[src/rtl/core/tlbpt_pkg.sv]
// ----------------------------------------------------------------------------
// tlbpt_pkg
// Shared sizes and types of the TLB translator: address split, TLB depth,
// frame and free-frame counter widths, and the controller command word.
// ----------------------------------------------------------------------------
package tlbpt_pkg;

	// Channel and address geometry
	localparam int VA_WIDTH     = 16;
	localparam int PA_WIDTH     = 16;
	localparam int OFFSET_WIDTH = 8;

	// TLB and page table sizes (page count is a power of two)
	localparam int TLB_ENTRIES  = 16;
	localparam int PAGE_COUNT   = 256;

	localparam int TLB_IDX_W    = $clog2(TLB_ENTRIES);
	localparam int PAGE_W       = $clog2(PAGE_COUNT);
	localparam int FRAME_W      = PAGE_W;
	localparam int FREE_W       = PAGE_W + 1;

	// Command word from the controller to the datapath
	typedef struct packed {
		logic capture;  // request taken: latch address, start table read
		logic commit;   // finish lookup: update state, load result
	} tlbpt_cmd_t;

	// Page number of a virtual address: bits above the offset, modulo page count
	function automatic logic [PAGE_W-1:0] page_of(input logic [VA_WIDTH-1:0] va);
		logic [VA_WIDTH-1:0] shifted;
		shifted = va >> OFFSET_WIDTH;
		return PAGE_W'(shifted);
	endfunction

endpackage

[src/rtl/core/tlbpt_va_if.sv]
// ----------------------------------------------------------------------------
// tlbpt_va_if
// Request channel: one virtual address per request, valid/ready handshake.
// ----------------------------------------------------------------------------
interface tlbpt_va_if;
	import tlbpt_pkg::*;

	logic                valid;
	logic                ready;
	logic [VA_WIDTH-1:0] virtual_address;

	modport source (output valid, output virtual_address, input ready);
	modport sink   (input valid, input virtual_address, output ready);

endinterface

[src/rtl/core/tlbpt_pa_if.sv]
// ----------------------------------------------------------------------------
// tlbpt_pa_if
// Result channel: physical address with TLB hit and page fault flags.
// ----------------------------------------------------------------------------
interface tlbpt_pa_if;
	import tlbpt_pkg::*;

	logic                valid;
	logic                ready;
	logic [PA_WIDTH-1:0] phys_addr;
	logic                tlb_hit;
	logic                page_fault;

	modport source (output valid, output phys_addr, output tlb_hit,
		output page_fault, input ready);
	modport sink   (input valid, input phys_addr, input tlb_hit,
		input page_fault, output ready);

endinterface

[src/rtl/core/tlbpt_ram.sv]
// ----------------------------------------------------------------------------
// tlbpt_ram
// Generic single-write, single-read RAM with registered read data.
// ----------------------------------------------------------------------------
module tlbpt_ram #(
	parameter int WIDTH = 8,
	parameter int DEPTH = 256
) (
	input  logic                     clk,
	input  logic                     we,
	input  logic [$clog2(DEPTH)-1:0] waddr,
	input  logic [WIDTH-1:0]         wdata,
	input  logic                     re,
	input  logic [$clog2(DEPTH)-1:0] raddr,
	output logic [WIDTH-1:0]         rdata
);

	logic [WIDTH-1:0] mem_q [DEPTH];
	logic [WIDTH-1:0] rdata_q;

	// Write port
	always_ff @(posedge clk) begin
		if (we) begin
			mem_q[waddr] <= wdata;
		end
	end

	// Registered read, held between reads
	always_ff @(posedge clk) begin
		if (re) begin
			rdata_q <= mem_q[raddr];
		end
	end

	assign rdata = rdata_q;

endmodule

[src/rtl/core/tlbpt_ctrl.sv]
// ----------------------------------------------------------------------------
// tlbpt_ctrl
// Controller: takes a request, runs the lookup cycle, and owns the result
// valid flag so that a waiting result does not block the next request.
// ----------------------------------------------------------------------------
module tlbpt_ctrl (
	input  logic                   clk,
	input  logic                   arst_n,
	input  logic                   in_valid,
	output logic                   in_ready,
	output logic                   out_valid,
	input  logic                   out_ready,
	output tlbpt_pkg::tlbpt_cmd_t  cmd
);
	import tlbpt_pkg::*;

	typedef enum logic [1:0] {
		S_IDLE = 2'b01,
		S_LOOK = 2'b10
	} state_t;

	state_t state_q;
	state_t state_d;
	logic   out_valid_q;

	// Accept in idle; finish once the result register is free or being drained
	assign in_ready    = (state_q == S_IDLE);
	assign cmd.capture = (state_q == S_IDLE) && in_valid;
	assign cmd.commit  = (state_q == S_LOOK) && (!out_valid_q || out_ready);
	assign out_valid   = out_valid_q;

	// Next state
	always_comb begin
		state_d = state_q;
		unique case (state_q)
			S_IDLE: begin
				if (cmd.capture) state_d = S_LOOK;
			end
			S_LOOK: begin
				if (cmd.commit) state_d = S_IDLE;
			end
			default: state_d = S_IDLE;
		endcase
	end

	// Hold state and result valid flag
	always_ff @(posedge clk or negedge arst_n) begin
		if (!arst_n) begin
			state_q     <= S_IDLE;
			out_valid_q <= 1'b0;
		end else begin
			state_q <= state_d;
			if (cmd.commit) begin
				out_valid_q <= 1'b1;
			end else if (out_ready) begin
				out_valid_q <= 1'b0;
			end
		end
	end

	// A result that is not taken stays valid
	a_hold_result: assert property (@(posedge clk) disable iff (!arst_n)
		out_valid_q && !out_ready |=> out_valid_q)
		else $error("result dropped before it was taken");

	// A taken request always leads to the lookup cycle
	a_capture_look: assert property (@(posedge clk) disable iff (!arst_n)
		cmd.capture |=> state_q == S_LOOK)
		else $error("request taken without lookup");

	// Never finish a lookup over an untaken result
	a_no_overwrite: assert property (@(posedge clk) disable iff (!arst_n)
		cmd.commit |-> !out_valid_q || out_ready)
		else $error("result register overwritten");

endmodule

[src/rtl/core/tlbpt_datapath.sv]
// ----------------------------------------------------------------------------
// tlbpt_datapath
// TLB entries with parallel tag compare, page table valid bits and frame RAM,
// free-frame counter, FIFO refill pointer and the result register.
// ----------------------------------------------------------------------------
module tlbpt_datapath (
	input  logic                            clk,
	input  logic                            arst_n,
	input  tlbpt_pkg::tlbpt_cmd_t           cmd,
	input  logic [tlbpt_pkg::VA_WIDTH-1:0]  virtual_address,
	output logic [tlbpt_pkg::PA_WIDTH-1:0]  phys_addr,
	output logic                            tlb_hit,
	output logic                            page_fault
);
	import tlbpt_pkg::*;

	// TLB entries
	logic [PAGE_W-1:0]      tlb_tag_q   [TLB_ENTRIES];
	logic [FRAME_W-1:0]     tlb_frame_q [TLB_ENTRIES];
	logic [TLB_ENTRIES-1:0] tlb_valid_q;
	logic [TLB_IDX_W-1:0]   fifo_q;

	// Page table valid bits and free-frame counter
	logic [PAGE_COUNT-1:0]  tbl_valid_q;
	logic [FREE_W-1:0]      nff_q;

	// Captured request
	logic [PAGE_W-1:0]       page_q;
	logic [OFFSET_WIDTH-1:0] offset_q;

	// Result register
	logic [PA_WIDTH-1:0]    pa_q;
	logic                   hit_q;
	logic                   fault_q;

	// Lookup signals
	logic [FRAME_W-1:0]     ram_rdata;
	logic                   hit;
	logic [FRAME_W-1:0]     hit_frame;
	logic                   tbl_hit;
	logic                   fault;
	logic [FRAME_W-1:0]     frame;
	logic [FRAME_W+OFFSET_WIDTH-1:0] pa_wide;

	// Frame store of the page table, read when a request is taken
	tlbpt_ram #(
		.WIDTH (FRAME_W),
		.DEPTH (PAGE_COUNT)
	) u_frame_ram (
		.clk   (clk),
		.we    (cmd.commit && fault),
		.waddr (page_q),
		.wdata (frame),
		.re    (cmd.capture),
		.raddr (page_of(virtual_address)),
		.rdata (ram_rdata)
	);

	// Search TLB, lowest matching entry wins
	always_comb begin
		hit       = 1'b0;
		hit_frame = '0;
		for (int k = TLB_ENTRIES - 1; k >= 0; k--) begin
			if (tlb_valid_q[k] && (tlb_tag_q[k] == page_q)) begin
				hit       = 1'b1;
				hit_frame = tlb_frame_q[k];
			end
		end
	end

	// Resolve frame on a miss from the table or the next free frame
	assign tbl_hit = tbl_valid_q[page_q];
	assign fault   = !hit && !tbl_hit;
	assign frame   = hit ? hit_frame : (tbl_hit ? ram_rdata : nff_q[PAGE_W-1:0]);
	assign pa_wide = {frame, offset_q};

	// Latch the request address
	always_ff @(posedge clk) begin
		if (cmd.capture) begin
			page_q   <= page_of(virtual_address);
			offset_q <= virtual_address[OFFSET_WIDTH-1:0];
		end
	end

	// Load the result
	always_ff @(posedge clk) begin
		if (cmd.commit) begin
			pa_q    <= PA_WIDTH'(pa_wide);
			hit_q   <= hit;
			fault_q <= fault;
		end
	end

	// Refill TLB entry contents at the FIFO pointer on a miss
	always_ff @(posedge clk) begin
		if (cmd.commit && !hit) begin
			tlb_tag_q[fifo_q]   <= page_q;
			tlb_frame_q[fifo_q] <= frame;
		end
	end

	// Advance valid bits, FIFO pointer and free-frame counter
	always_ff @(posedge clk or negedge arst_n) begin
		if (!arst_n) begin
			tlb_valid_q <= '0;
			fifo_q      <= '0;
			tbl_valid_q <= '0;
			nff_q       <= '0;
		end else if (cmd.commit) begin
			if (!hit) begin
				tlb_valid_q[fifo_q] <= 1'b1;
				fifo_q <= (fifo_q == TLB_IDX_W'(TLB_ENTRIES - 1)) ? '0 : fifo_q + 1'b1;
			end
			if (fault) begin
				tbl_valid_q[page_q] <= 1'b1;
				if (nff_q != FREE_W'(PAGE_COUNT)) begin
					nff_q <= nff_q + 1'b1;
				end
			end
		end
	end

	assign phys_addr  = pa_q;
	assign tlb_hit    = hit_q;
	assign page_fault = fault_q;

	// A fault never comes from a TLB hit
	a_fault_not_hit: assert property (@(posedge clk)
		cmd.commit && hit |-> !fault)
		else $error("page fault reported on TLB hit");

	// A faulting page is present in the table afterwards
	a_fault_maps: assert property (@(posedge clk) disable iff (!arst_n)
		cmd.commit && fault |=> tbl_valid_q[$past(page_q)])
		else $error("faulting page not recorded in table");

	// A miss installs the page in the TLB
	a_miss_refills: assert property (@(posedge clk) disable iff (!arst_n)
		cmd.commit && !hit |=> tlb_valid_q[$past(fifo_q)])
		else $error("TLB not refilled after miss");

endmodule

[src/rtl/core/tlb_page_table_translator.sv]
// ----------------------------------------------------------------------------
// tlb_page_table_translator
// Each request passes accept and lookup states, the result register loading
// at commit; only idle takes a request. The page table frame RAM read is
// issued at accept, TLB compare plus write-back follow.
// A pending result does not block the next request unless still untaken
// at the end of that request's lookup cycle.
// Reset: asynchronous, clears TLB and table valid bits, FIFO pointer and
// free-frame counter; no clearing pass, ready right after reset.
// ----------------------------------------------------------------------------
module tlb_page_table_translator (
	input  logic         clk,
	input  logic         arst_n,
	tlbpt_va_if.sink     addr_req,
	tlbpt_pa_if.source   xlat_rsp
);
	import tlbpt_pkg::*;

	tlbpt_cmd_t cmd;

	// Handshake and sequencing
	tlbpt_ctrl u_ctrl (
		.clk       (clk),
		.arst_n    (arst_n),
		.in_valid  (addr_req.valid),
		.in_ready  (addr_req.ready),
		.out_valid (xlat_rsp.valid),
		.out_ready (xlat_rsp.ready),
		.cmd       (cmd)
	);

	// Translation state and result
	tlbpt_datapath u_datapath (
		.clk             (clk),
		.arst_n          (arst_n),
		.cmd             (cmd),
		.virtual_address (addr_req.virtual_address),
		.phys_addr       (xlat_rsp.phys_addr),
		.tlb_hit         (xlat_rsp.tlb_hit),
		.page_fault      (xlat_rsp.page_fault)
	);

endmodule

[src/flat_wrapper.sv]
// flat-port wrapper written by rule: the top's interface ports become plain ports
module tlb_page_table_translator_flat import tlbpt_pkg::*;
  (clk, arst_n, addr_req_valid, addr_req_virtual_address, addr_req_ready, xlat_rsp_valid, xlat_rsp_phys_addr, xlat_rsp_tlb_hit, xlat_rsp_page_fault, xlat_rsp_ready);
  tlbpt_va_if addr_req_i ();
  tlbpt_pa_if xlat_rsp_i ();
  input  logic clk;
  input  logic arst_n;
  input wire logic [$bits(addr_req_i.valid)-1:0] addr_req_valid;
  input wire logic [$bits(addr_req_i.virtual_address)-1:0] addr_req_virtual_address;
  output wire logic [$bits(addr_req_i.ready)-1:0] addr_req_ready;
  output wire logic [$bits(xlat_rsp_i.valid)-1:0] xlat_rsp_valid;
  output wire logic [$bits(xlat_rsp_i.phys_addr)-1:0] xlat_rsp_phys_addr;
  output wire logic [$bits(xlat_rsp_i.tlb_hit)-1:0] xlat_rsp_tlb_hit;
  output wire logic [$bits(xlat_rsp_i.page_fault)-1:0] xlat_rsp_page_fault;
  input wire logic [$bits(xlat_rsp_i.ready)-1:0] xlat_rsp_ready;
  assign addr_req_i.valid = addr_req_valid;
  assign addr_req_i.virtual_address = addr_req_virtual_address;
  assign addr_req_ready = addr_req_i.ready;
  assign xlat_rsp_valid = xlat_rsp_i.valid;
  assign xlat_rsp_phys_addr = xlat_rsp_i.phys_addr;
  assign xlat_rsp_tlb_hit = xlat_rsp_i.tlb_hit;
  assign xlat_rsp_page_fault = xlat_rsp_i.page_fault;
  assign xlat_rsp_i.ready = xlat_rsp_ready;
  tlb_page_table_translator u_core (.clk(clk), .arst_n(arst_n), .addr_req(addr_req_i), .xlat_rsp(xlat_rsp_i));
endmodule
[config.mk]
export PLATFORM = sky130hd
export DESIGN_NAME = tlb_page_table_translator_flat
export DESIGN_NICKNAME = d
export VERILOG_FILES = /design/src/rtl/core/tlbpt_pkg.sv /design/src/rtl/core/tlbpt_va_if.sv /design/src/rtl/core/tlbpt_pa_if.sv /design/src/rtl/core/tlbpt_ram.sv /design/src/rtl/core/tlbpt_ctrl.sv /design/src/rtl/core/tlbpt_datapath.sv /design/src/rtl/core/tlb_page_table_translator.sv /design/src/flat_wrapper.sv
export SDC_FILE = /design/constraint.sdc
export NUM_CORES = 2
export LEC_CHECK = 0
export BUFFER_PORTS_ARGS = -buffer_cell sky130_fd_sc_hd__clkbuf_2
export CORE_MARGIN = 2
export CORE_UTILIZATION = 40
export CTS_BUF_LIST = sky130_fd_sc_hd__clkbuf_16
export CTS_CLUSTER_SIZE = 16
export DETAILED_ROUTE_END_ITERATION = 8
export GPL_TIMING_DRIVEN = 0
export MAX_ROUTING_LAYER = met4
export SYNTH_ARGS = -nofsm -noshare
export SYNTH_HDL_FRONTEND = slang
export SYNTH_SLANG_ARGS = --single-unit
[constraint.sdc]
create_clock -name clk -period 17.8 [get_ports clk]
set_input_delay 3.56 -clock clk [delete_from_list [all_inputs] [get_ports clk]]
set_output_delay 3.56 -clock clk [all_outputs]
set_load 0.005 [all_outputs]
==> run_results.csv <==
group,metric,value,unit
logic_synthesis,synth_nets,4905,
outcome,status,"finished with violations",
outcome,violations,"capacitance limit, slew limit",
placement,preCtsSetupSlack,8520,ps
placement,placed_area,109000,sq um
critical_path,critical_path.startpoint_type,"input pin",
finish,fill_cells,21300,
cts,cts_max_level,5,
logic_synthesis,synthesis.area,103000,sq um
power,swShare,0.231,
floorplan,die_area,262000,sq um
cts,root_buffer,"clkbuf_16",
logic_synthesis,synth_ff_type,"edfxtp_1",
timing,hold_violations,0,
timing,rsz0062_at_grt,"false",
routing,dr.pass1.iters,6,
cts,holdBufCountCts,0,
run,max-cap-violations,2,
power,ir_drop,104,uV
critical_path,critPathCaptureType,"flip-flop",
cts,post_cts_buffers,0,
logic_synthesis,synth_common_cells,"2346 x edfxtp_1, 731 x mux4_2, 310 x nor2_1",
placement,place_inst,8381,
routing,routed_wl,275000,microns
power,power,14000,uW
floorplan,rows,186,
logic_synthesis,synth_area_leaders,"edfxtp_1 68%, mux4_2 16%, dfrtp_1 7.0%",
logic_synthesis,async_flop_share,0.109,
routing,drc,0,
global_route,overflow,0,
critical_path,arrival,8910,ps
routing,final_antenna_net_count,0,
floorplan,pin_count,40,
timing,drv_slew,22,
power,leakagePower,0.0384,uW
timing,setup_viol,0,
global_route,grt_pass1_vias,51000,
logic_synthesis,synth_edf_count,2346,
power,p_per_area,119,nW/um^2
power,power.internal,10800,uW
hold_path,worstHoldEndpoint,"u_core.u_datapath.phys_addr[4]$_DFFE_PP_",
placement,hpwl,186000,microns
floorplan,core-area,256000,sq um
critical_path,rr_startpoint,"u_core.u_datapath.page_q[1]$_DFFE_PP_",
routing,via_per_inst,5.82,
cts,clock_latency,940,ps
logic_synthesis,syn_inst,4879,
logic_synthesis,synth_most_common_cell,"edfxtp_1",
hold_path,hp-class,"flip-flop to flip-flop",
floorplan,start_util,0.402,
cts,cts_resized,0,
logic_synthesis,ys_ff_latch,2634,
cts,cts_tree,"built",
logic_synthesis,synth.largest_area_cell,"edfxtp_1",
critical_path,worst-path-max-fanout,10,
logic_synthesis,yosys_warnings,0,
cts,path_clk_slew,60,ps
timing,setup_ws,9490,ps
timing,setup_tns,0,ps
critical_path,reg2reg_depth,19,
timing,finClkSkew,92.2,ps
timing,slew_headroom,-0.0534,
hold_path,min_path_cells,0,
logic_synthesis,yosys.area.top_type_share,0.684,
finish,finalInstanceArea,118000,sq um
global_route,gr-usage-all-layers,0.214,
critical_path,crit_type,"input pin to flip-flop",
critical_path,reg2reg_slack,11230,ps
finish,final_cell_count_no_fill,8873,
finish,drive_gt1_frac,0.250,
global_route,grt_max_degree,109,
floorplan,die_width,511,microns
cts,cts_made_buffers,284,
cts,clockBufferDepth,4,
logic_synthesis,synth_cell_types,63,
placement,io_buffers,39,
timing,worstMarginPinSlew,1580,ps
placement,place.gp.congestion,0.848,
hold_path,hp-start,"u_core.u_datapath.offset_q[4]$_DFFE_PP_",
power,power_frac_seq,0.511,
routing,wl_per_cell,30.9,microns
floorplan,dieHeight,511,microns
power,p_sw,3230,uW
critical_path,r2r-end,"u_core.u_datapath.u_frame_ram.mem_q[151][5]$_DFFE_PP_",
timing,fin_crit_sh,0.467,
timing,fmax,120,MHz
global_route,grt_pass1_wl,387000,microns
routing,vias,51600,
global_route,antenna_found_initial,16,
logic_synthesis,syn-mean-instance-area,21.1,sq um
finish,nets,5309,
power,combPwrFrac,0.092,
logic_synthesis,yosysSeqAreaShare,0.754,
cts,clock-sinks,2634,
finish,synthToLayoutAreaGrowth,14.5,%
critical_path,critPathRequiredTime,18400,ps
power,clockPowerShare,0.397,
timing,min_period,8310,ps
routing,first_iter_violations,6603,
==> per-stage QoR <==
stage	hold slack, ps	util
2_1_floorplan	400	-
3_3_place_gp	401	0.419
3_5_place_dp	407	0.426
4_1_cts	421	0.460
5_1_grt	431	0.460
6_report	421	0.460
==> worst max path at each step <==
| stage | start | end | slack [ps] |
|---|---|---|---|
| 5_1_grt | addr_req_virtual_address[8] | u_core.u_datapath.u_frame_ram.rdata[4]$_DFFE_PP_ | 9520 |
| 3_5_place_dp | addr_req_virtual_address[8] | u_core.u_datapath.u_frame_ram.rdata[4]$_DFFE_PP_ | 8520 |
| 6_report | addr_req_virtual_address[8] | u_core.u_datapath.u_frame_ram.rdata[4]$_DFFE_PP_ | 9490 |
| 4_1_cts | addr_req_virtual_address[8] | u_core.u_datapath.u_frame_ram.rdata[4]$_DFFE_PP_ | 9500 |
| 2_1_floorplan | u_core.u_datapath.page_q[0]$_DFFE_PP_ | u_core.u_datapath.phys_addr[13]$_DFFE_PP_ | 2000 |
| 3_3_place_gp | u_core.u_datapath.page_q[1]$_DFFE_PP_ | u_core.u_datapath.u_frame_ram.mem_q[150][5]$_DFFE_PP_ | -14410 |
==> power groups by stage <==
stage | registers [uW] | logic (uW) | clock network (uW)
after floorplan | 7470 | 587 | 0
after global placement | 7740 | 1050 | 0
after detailed placement | 7280 | 1300 | 0
after CTS | 7150 | 1300 | 5640
after global routing | 7150 | 1370 | 5870
final | 7150 | 1290 | 5560
==> layout make-up <==
class | instances | area, sq um | share of cell area
sequential | 2634 | 77700 | 0.658
multi-input combinational | 1910 | 24000 | 0.204
clock buffer | 291 | 7280 | 0.0617
tap | 3384 | 4230 | 0.0359
timing repair buffer | 118 | 1960 | 0.0166
buffer | 316 | 1400 | 0.0119
clock inverter | 193 | 1350 | 0.0114
inverter | 19 | 71.3 | 0.000604
antenna | 8 | 20.0 | 0.000170
==> cell usage in the layout, fill, tap and decap left out, types with 8 or more instances in the layout <==
| cell type | synthesis | routed |
|---|---|---|
| buf_4 | 11 | 12 |
| nor2b_1 | 17 | 16 |
| xor2_1 | 29 | 29 |
| nand4_1 | 26 | 26 |
| bufinv_16 | 0 | 19 |
| buf_1 | 61 | 59 |
| nand2_1 | 71 | 71 |
| a21oi_1 | 23 | 21 |
| buf_2 | 71 | 73 |
| nor4_1 | 12 | 12 |
| clkbuf_16 | 0 | 291 |
| a22oi_1 | 20 | 20 |
| nor2_1 | 310 | 306 |
| diode_2 | 0 | 8 |
| buf_16 | 0 | 32 |
| a221oi_1 | 16 | 16 |
| buf_12 | 0 | 37 |
| inv_1 | 19 | 81 |
| clkbuf_1 | 162 | 158 |
| a2111oi_0 | 11 | 11 |
| nand3_1 | 43 | 43 |
| mux4_2 | 731 | 731 |
| edfxtp_1 | 2346 | 2346 |
| buf_6 | 10 | 13 |
| and3_1 | 15 | 15 |
| mux2i_1 | 39 | 36 |
| nor3_1 | 28 | 24 |
| clkinv_1 | 0 | 52 |
| clkinv_2 | 0 | 45 |
| xnor2_1 | 108 | 108 |
| o21bai_1 | 256 | 256 |
| nand2b_1 | 10 | 10 |
| or3_1 | 8 | 8 |
| or2_2 | 19 | 18 |
| clkbuf_2 | 1 | 43 |
| dfrtp_1 | 287 | 287 |
| o21ai_0 | 21 | 20 |
==> per-layer routing <==
metal	track usage	up-vias	wire length (microns)
li1	-	20900	-
met1	0.299	28000	115000
met2	0.326	2340	129000
met3	0.0391	432	22900
met4	0.0573	0	7350
met5	-	-	0
==> state kept, by name, indices dropped and copies added (netlist names) <==
register and cells:
u_core.u_datapath.offset_q 8, u_core.u_datapath.phys_addr 16, u_core.u_ctrl.out_valid 1, u_core.u_datapath.tlb_hit 1
u_core.u_datapath.page_q 8, u_core.u_datapath.u_frame_ram.mem_q 2048, u_core.u_ctrl.state_q 2, u_core.u_datapath.tlb_tag_q 128
u_core.u_datapath.fifo_q 4, u_core.u_datapath.page_fault 1, u_core.u_datapath.nff_q 9, u_core.u_datapath.tlb_valid_q 16
u_core.u_datapath.tlb_frame_q 128, u_core.u_datapath.tbl_valid_q 256, u_core.u_datapath.u_frame_ram.rdata 8
==> critical path: stages <==
cell      delay (ps)
clkbuf_2         140
clkbuf_1         550
clkbuf_1        1200
buf_1           1000
mux4_2           660
mux4_2           540
mux4_2           590
mux4_2           630
==> cells by family after synthesis <==
family,after synthesis,synth area share
flip-flops,2634,0.754
multiplexers,773,0.164
AND/OR/NAND/NOR,594,0.0268
AO/OA/AOI/OAI,400,0.0289
buffers and inverters,335,0.0142
XOR/XNOR,137,0.0116
adder cells (fa/ha/maj),6,0.000729
Note: power is estimated with default switching activity, not from simulation.
